**src/rtl/fgr_pkg.sv**
```systemverilog
// shared constants for the fraction gcd reducer
`default_nettype none

package fgr_pkg;

    localparam int unsigned VALUE_WIDTH_DEF = 31;

endpackage

`default_nettype wire

```
**src/rtl/fraction_gcd_reducer_core.sv**
```systemverilog
// fraction reducer: euclid gcd and two divisions on one shared radix-2 divider
//
//  channel | direction | handshake                  | payload
//  --------+-----------+----------------------------+-------------------------------------------
//  in      | input     | i_in_valid / o_in_ready    | i_numerator, i_denominator, i_last_in
//  out     | output    | o_out_valid / i_out_ready  | o_divisor, o_reduced_numerator,
//          |           |                            | o_reduced_denominator, o_bad_value, o_last_out
//
// one restoring divider is reused for every euclid remainder step and for both final
// divisions; at most 44 remainder steps are needed for 31-bit values. an item is taken
// only while the sequencer is idle, so a new item waits until the last one has reached
// the output register. an item with a zero operand skips the divider. reset is synchronous, active low, and
// clears the sequencer and output valid. the output register frees the input side:
// a new item is taken while a result still waits for its transfer.
`default_nettype none

module fraction_gcd_reducer_core #(
    parameter int unsigned VALUE_WIDTH = fgr_pkg::VALUE_WIDTH_DEF
) (
    input  wire logic                   i_clk,
    input  wire logic                   i_rst_n,
    input  wire logic                   i_in_valid,
    output logic                        o_in_ready,
    input  wire logic [VALUE_WIDTH-1:0] i_numerator,
    input  wire logic [VALUE_WIDTH-1:0] i_denominator,
    input  wire logic                   i_last_in,
    output logic                        o_out_valid,
    input  wire logic                   i_out_ready,
    output logic [VALUE_WIDTH-1:0]      o_divisor,
    output logic [VALUE_WIDTH-1:0]      o_reduced_numerator,
    output logic [VALUE_WIDTH-1:0]      o_reduced_denominator,
    output logic                        o_bad_value,
    output logic                        o_last_out
);

    localparam int unsigned W     = VALUE_WIDTH;
    localparam int unsigned CNT_W = $clog2(W);
    localparam logic [CNT_W-1:0] CNT_LAST = CNT_W'(W - 1);

    localparam logic [2:0] S_IDLE = 3'd0;
    localparam logic [2:0] S_GCD  = 3'd1;
    localparam logic [2:0] S_DIVN = 3'd2;
    localparam logic [2:0] S_DIVD = 3'd3;
    localparam logic [2:0] S_DONE = 3'd4;

    logic [2:0]       r_state, n_state;
    logic [CNT_W-1:0] r_cnt, n_cnt;
    logic [W-1:0]     r_rem, n_rem;
    logic [W-1:0]     r_quo, n_quo;
    logic [W-1:0]     r_dvsr, n_dvsr;
    logic [W-1:0]     r_num, n_num;
    logic [W-1:0]     r_den, n_den;
    logic [W-1:0]     r_g, n_g;
    logic [W-1:0]     r_rn, n_rn;
    logic [W-1:0]     r_rd, n_rd;
    logic             r_bad, n_bad;
    logic             r_last, n_last;

    logic             r_out_valid, n_out_valid;
    logic [W-1:0]     r_o_div, n_o_div;
    logic [W-1:0]     r_o_rn, n_o_rn;
    logic [W-1:0]     r_o_rd, n_o_rd;
    logic             r_o_bad, n_o_bad;
    logic             r_o_last, n_o_last;

    // one restoring divider step
    logic [W:0]   shifted;
    logic [W:0]   diff;
    logic         ge;
    logic [W-1:0] step_rem;
    logic [W-1:0] step_quo;
    logic         div_last;
    logic         in_xfer;
    logic         out_free;

    always_comb begin
        shifted  = {r_rem, r_quo[W-1]};
        diff     = shifted - {1'b0, r_dvsr};
        ge       = (shifted >= {1'b0, r_dvsr});
        step_rem = ge ? diff[W-1:0] : shifted[W-1:0];
        step_quo = {r_quo[W-2:0], ge};
        div_last = (r_cnt == CNT_LAST);
    end

    assign o_in_ready = (r_state == S_IDLE);
    assign in_xfer    = i_in_valid && o_in_ready;
    assign out_free   = !r_out_valid || i_out_ready;

    always_comb begin
        n_state     = r_state;
        n_cnt       = r_cnt;
        n_rem       = r_rem;
        n_quo       = r_quo;
        n_dvsr      = r_dvsr;
        n_num       = r_num;
        n_den       = r_den;
        n_g         = r_g;
        n_rn        = r_rn;
        n_rd        = r_rd;
        n_bad       = r_bad;
        n_last      = r_last;
        n_out_valid = r_out_valid && !i_out_ready;
        n_o_div     = r_o_div;
        n_o_rn      = r_o_rn;
        n_o_rd      = r_o_rd;
        n_o_bad     = r_o_bad;
        n_o_last    = r_o_last;

        case (r_state)
            S_IDLE: begin
                if (in_xfer) begin
                    n_num  = i_numerator;
                    n_den  = i_denominator;
                    n_last = i_last_in;
                    n_rem  = '0;
                    n_cnt  = '0;
                    if (i_numerator == '0 || i_denominator == '0) begin
                        n_bad   = 1'b1;
                        n_state = S_DONE;
                    end else begin
                        n_bad = 1'b0;
                        if (i_numerator >= i_denominator) begin
                            n_quo  = i_numerator;
                            n_dvsr = i_denominator;
                        end else begin
                            n_quo  = i_denominator;
                            n_dvsr = i_numerator;
                        end
                        n_state = S_GCD;
                    end
                end
            end
            S_GCD: begin
                n_rem = step_rem;
                n_quo = step_quo;
                n_cnt = r_cnt + 1'b1;
                if (div_last) begin
                    n_rem = '0;
                    n_cnt = '0;
                    if (step_rem == '0) begin
                        n_g     = r_dvsr;
                        n_quo   = r_num;
                        n_state = S_DIVN;
                    end else begin
                        n_quo  = r_dvsr;
                        n_dvsr = step_rem;
                    end
                end
            end
            S_DIVN: begin
                n_rem = step_rem;
                n_quo = step_quo;
                n_cnt = r_cnt + 1'b1;
                if (div_last) begin
                    n_rn    = step_quo;
                    n_rem   = '0;
                    n_cnt   = '0;
                    n_quo   = r_den;
                    n_state = S_DIVD;
                end
            end
            S_DIVD: begin
                n_rem = step_rem;
                n_quo = step_quo;
                n_cnt = r_cnt + 1'b1;
                if (div_last) begin
                    n_rd    = step_quo;
                    n_cnt   = '0;
                    n_state = S_DONE;
                end
            end
            S_DONE: begin
                if (out_free) begin
                    n_out_valid = 1'b1;
                    n_o_div     = r_bad ? '0 : r_g;
                    n_o_rn      = r_bad ? '0 : r_rn;
                    n_o_rd      = r_bad ? '0 : r_rd;
                    n_o_bad     = r_bad;
                    n_o_last    = r_last;
                    n_state     = S_IDLE;
                end
            end
            default: begin
                n_state = S_IDLE;
            end
        endcase
    end

    always_ff @(posedge i_clk) begin
        if (!i_rst_n) begin
            r_state     <= S_IDLE;
            r_cnt       <= '0;
            r_out_valid <= 1'b0;
        end else begin
            r_state     <= n_state;
            r_cnt       <= n_cnt;
            r_out_valid <= n_out_valid;
        end
    end

    always_ff @(posedge i_clk) begin
        r_rem    <= n_rem;
        r_quo    <= n_quo;
        r_dvsr   <= n_dvsr;
        r_num    <= n_num;
        r_den    <= n_den;
        r_g      <= n_g;
        r_rn     <= n_rn;
        r_rd     <= n_rd;
        r_bad    <= n_bad;
        r_last   <= n_last;
        r_o_div  <= n_o_div;
        r_o_rn   <= n_o_rn;
        r_o_rd   <= n_o_rd;
        r_o_bad  <= n_o_bad;
        r_o_last <= n_o_last;
    end

    assign o_out_valid           = r_out_valid;
    assign o_divisor             = r_o_div;
    assign o_reduced_numerator   = r_o_rn;
    assign o_reduced_denominator = r_o_rd;
    assign o_bad_value           = r_o_bad;
    assign o_last_out            = r_o_last;

endmodule

`default_nettype wire

```
**config.mk**
```make
export PLATFORM = sky130hd
export DESIGN_NAME = fraction_gcd_reducer_core
export DESIGN_NICKNAME = d
export VERILOG_FILES = /design/src/rtl/fgr_pkg.sv /design/src/rtl/fraction_gcd_reducer_core.sv
export SDC_FILE = /design/constraint.sdc
export NUM_CORES = 1
export LEC_CHECK = 0
export ABC_AREA = 0
export BUFFER_PORTS_ARGS = -buffer_cell sky130_fd_sc_hd__buf_2
export CORE_ASPECT_RATIO = 0.6
export CORE_UTILIZATION = 25
export DETAILED_ROUTE_END_ITERATION = 8
export MAX_ROUTING_LAYER = met4
export PLACE_DENSITY = 0.45
export SLEW_MARGIN = 25
export SYNTH_ARGS = -nofsm -noshare
export SYNTH_HDL_FRONTEND = slang
export SYNTH_SLANG_ARGS = --single-unit
```
**constraint.sdc**
```tcl
create_clock -name i_clk -period 6.19 [get_ports i_clk]
set_clock_uncertainty 0.05 [all_clocks]
set_input_delay 1.238 -clock i_clk [delete_from_list [all_inputs] [get_ports i_clk]]
set_output_delay 1.238 -clock i_clk [all_outputs]
set_load 0.02 [all_outputs]
```
==> metrics.md <==
| Metric | Value |
|---|---|
| Run status | `finished clean` |
| Seq pwr share | `0.411` |
| Final period util | `0.837` |
| WL/cell | `23.4 µm` |
| CP cell instances | `inv_1 -> ha_1 -> fa_1 -> nand2b_1 -> a211oi_2 -> o21ai_1 -> o21ai_1 -> xor2_1 -> or4_1 -> o31ai_1 -> nand4_1 -> and4b_4 -> buf_4 -> nand3_1 -> o311ai_1` |
| Clk sinks | `354` |
| Required time of the critical path | `6.47 ns` |
| CP endpoint | `r_quo[5]` |
| Sequential area share after synthesis | `0.604` |
| Synth async-reset ratio | `0` |
| Worst path slowest cell | `and4b_4` |
| CP startpoint | `r_quo[30]` |
| CTS tree | `built` |
| Final Power | `0.00755 W` |
| Number of global-route vias before repair | `12200` |
| Post-Syn Nets | `1567` |
| Worst Hold Slack | `0.368 ns` |
| Number of library cell types mapped by synthesis | `71` |
| Final setup vio count | `0` |
| Layout cells sized above 1 | `0.189` |
| Comb power frac | `0.288` |
| Setup TNS | `0 ns` |
| Internal reg-to-reg setup slack | `1.01 ns` |
| Top FF cell, synth | `edfxtp_1` |
| Arrival time worst endpoint | `5.46 ns` |
| Synth warnings | `0` |
| Area of the die | `0.0709 mm²` |
| Most common cell in the synthesized netlist | `edfxtp_1` |
| Multi-input logic area | `0.00636 mm²` |
| Clock Root Buffer | `clkbuf_16` |
| Cells taking the most area after synthesis | `edfxtp_1 (59%), nor2b_1 (4.7%), ha_1 (4.6%), a21oi_1 (3.0%), mux2_2 (2.0%)` |
| Util after Layout | `0.300` |
| Switching Share | `0.352` |
| Slew @ Worst Pin | `1.01 ns` |
| NetSw | `0.00266 W` |
| Clk buf depth | `3` |
| Fin nets | `1709` |
| # rows | `74` |
| EDFF count, synth | `345` |
| Core footprint | `0.0685 mm²` |
| Tmin final | `5.18 ns` |
| Congestion Overflow GR | `0` |
| Syn avg cell area | `12.2 µm²` |
| GPL Wtd Cong | `0.896` |
| Via density | `4.98` |
| IO Port Bufs | `163` |
| Pre-antenna DRT Iters | `7` |
| Slew HR | `0.325` |
| Critical path's most frequent cell | `o21ai_1` |
| Reg clk slew, reported paths | `0.07 ns` |
| Synth cell count leaders | `edfxtp_1 (345), nor2b_1 (130), a21oi_1 (106)` |
| H-tree depth | `2` |
| Worst R2R Start | `r_quo[30]` |
| Critical path class | `reg2reg` |
| Clock network power share | `0.301` |
| Worst Reg2Reg Path Length in Cells | `15` |
| Fraction of synthesized cell area taken by the top area cell type | `0.594` |
| Worst path max stage delay | `0.69 ns` |
| Post-route insts no fill | `2519` |
| Int Pwr | `0.00490 W` |
| CTS Hold Bufs | `0` |
| Die width | `343 µm` |
| WL final | `58900 µm` |
| PwrDens | `368 mW/mm²` |
| Worst-skew pair later-pin latency | `0.56 ns` |
| First DRT Iteration DRCs | `1399` |
| Area leader, netlist | `edfxtp_1` |
| Syn Inst Count | `1435` |
| ANT nets after route | `0` |
| Total CTS buffers | `36` |
| # IOs | `164` |
| Synth-to-Final Area Change | `17.7%` |
| R2r endpoint | `r_quo[5]` |
| Vias | `12600` |
| Filler cells | `7059` |
| Post-CTS sizing | `0` |
| Die height | `207 µm` |
| Placed cells | `2451` |
| Setup bufs post-CTS | `0` |
| Fmax | `0.193 GHz` |
| Leakage power | `7.35 nW` |
| GRT Total Usage | `0.171` |
| Max-Cap Viols | `0` |
| Residual DRC count | `0` |
| Post-DP HPWL | `42800 µm` |
| Initial antenna violation count | `8` |
| Seq. cell area | `0.0105 mm²` |
| Worst Setup Start Kind | `register` |
| Critical Path Fanout Max | `36` |
| RSZ-0062 raised after global routing | `false` |
| Seq cells post-synth | `354` |
| Maximum vdd drop | `0.181 mV` |
| Final Hold Vio Count | `0` |
| Final Max Tran Viols | `0` |
| Starting Density | `0.255` |
| Largest net degree at the start of global routing | `93` |
| HP Class | `reg2reg` |
| Post-synthesis cell area | `0.0174 mm²` |
| Crit path capture type | `register` |
| First-pass GRT wire length | `86300 µm` |
-- critical path: cells and delay by family (launching register included) --
kind	cells	cell delay [ns]
compound gates	5	1.43
xor+xnor	1	0.13
fa+ha+maj	2	0.63
buf+inv	2	0.51
flops	1	0.38
simple gates	5	1.81
-- cell usage in the layout (no fill, tap or decap), types with 7 or more instances in the layout --
cell	count
edfxtp_1	345
buf_2	163
nor2b_1	130
a21oi_1	104
nand2_1	80
inv_1	71
ha_1	64
o21ai_0	62
nor2_1	56
nand3_1	46
a211oi_1	37
clkbuf_16	37
a211o_1	31
o311ai_1	31
mux2_2	31
a21o_1	29
nor4_1	23
mux2i_1	19
buf_4	19
nand4_1	18
nor3_1	15
xnor2_1	14
nand2b_1	11
o211ai_1	10
a31oi_1	9
dfxtp_1	9
and3_1	8
o21a_1	7
xor2_1	7
-- flip-flops by register name, summed over array words and instances (netlist names), 3 cells and up --
name and flops:
r_rd 31, o_divisor 31, r_g 31, o_reduced_numerator 31, r_state 3, o_reduced_denominator 31, r_quo 31, r_cnt 5
r_dvsr 31, r_den 31, r_rem 31, r_num 31, r_rn 31
-- layout make-up --
class,count,share of cell area
well taps,912,0.0556
inverters,73,0.0133
repair buffers,185,0.0500
multi-input cells,927,0.310
diodes,2,0.000244
flip-flops and latches,354,0.513
clock inverters,21,0.00975
clock buffers,45,0.0480
-- metal layers --
| metal | GRT usage | vias up | part of all wire |
|---|---|---|---|
| met2 | 0.226 | 473 | 0.39 |
| li1 | - | 5711 | - |
| met5 | - | - | 0 |
| met3 | 0.0288 | 70 | 0.067 |
| met4 | 0.0273 | 0 | 0.014 |
| met1 | 0.269 | 6303 | 0.53 |
-- kinds of logic after synthesis --
| kind of cell | Yosys count | share of synthesized area |
|---|---|---|
| buffers and inverters | 154 | 0.0364 |
| xor gates and xnor gates | 21 | 0.0105 |
| adders and majority gates | 65 | 0.0470 |
| AOI/OAI and AO/OA | 372 | 0.144 |
| muxes | 51 | 0.0316 |
| DFF | 354 | 0.604 |
| and+or+nand+nor | 418 | 0.126 |
-- per-stage QoR --
stage | setup slack, ns | cell area, µm²
6_report | 1.01 | 20500
5_1_grt | 0.811 | 20500
4_1_cts | 0.891 | 20500
3_5_place_dp | 0.682 | 19300
3_3_place_gp | 0.702 | 19300
2_1_floorplan | 0.316 | 17400
-- worst min path at each step --
stage	startpoint	end	cells past startpoint
5_1_grt	r_last	o_last_out	0
3_3_place_gp	r_last	o_last_out	0
6_report	r_last	o_last_out	0
4_1_cts	r_last	o_last_out	0
2_1_floorplan	r_last	o_last_out	0
3_5_place_dp	r_last	o_last_out	0
-- power by group through the flow --
| stage | Sequential [W] | Combinational (W) | Clock, W |
|---|---|---|---|
| detailed placement | 0.00315 | 0.00212 | 0 |
| CTS | 0.00310 | 0.00214 | 0.00233 |
| global placement | 0.00315 | 0.00214 | 0 |
| floorplan | 0.00304 | 0.00143 | 0 |
| finish | 0.00310 | 0.00218 | 0.00227 |
| global route | 0.00312 | 0.00236 | 0.00243 |
(Power assumes the default switching activity.)
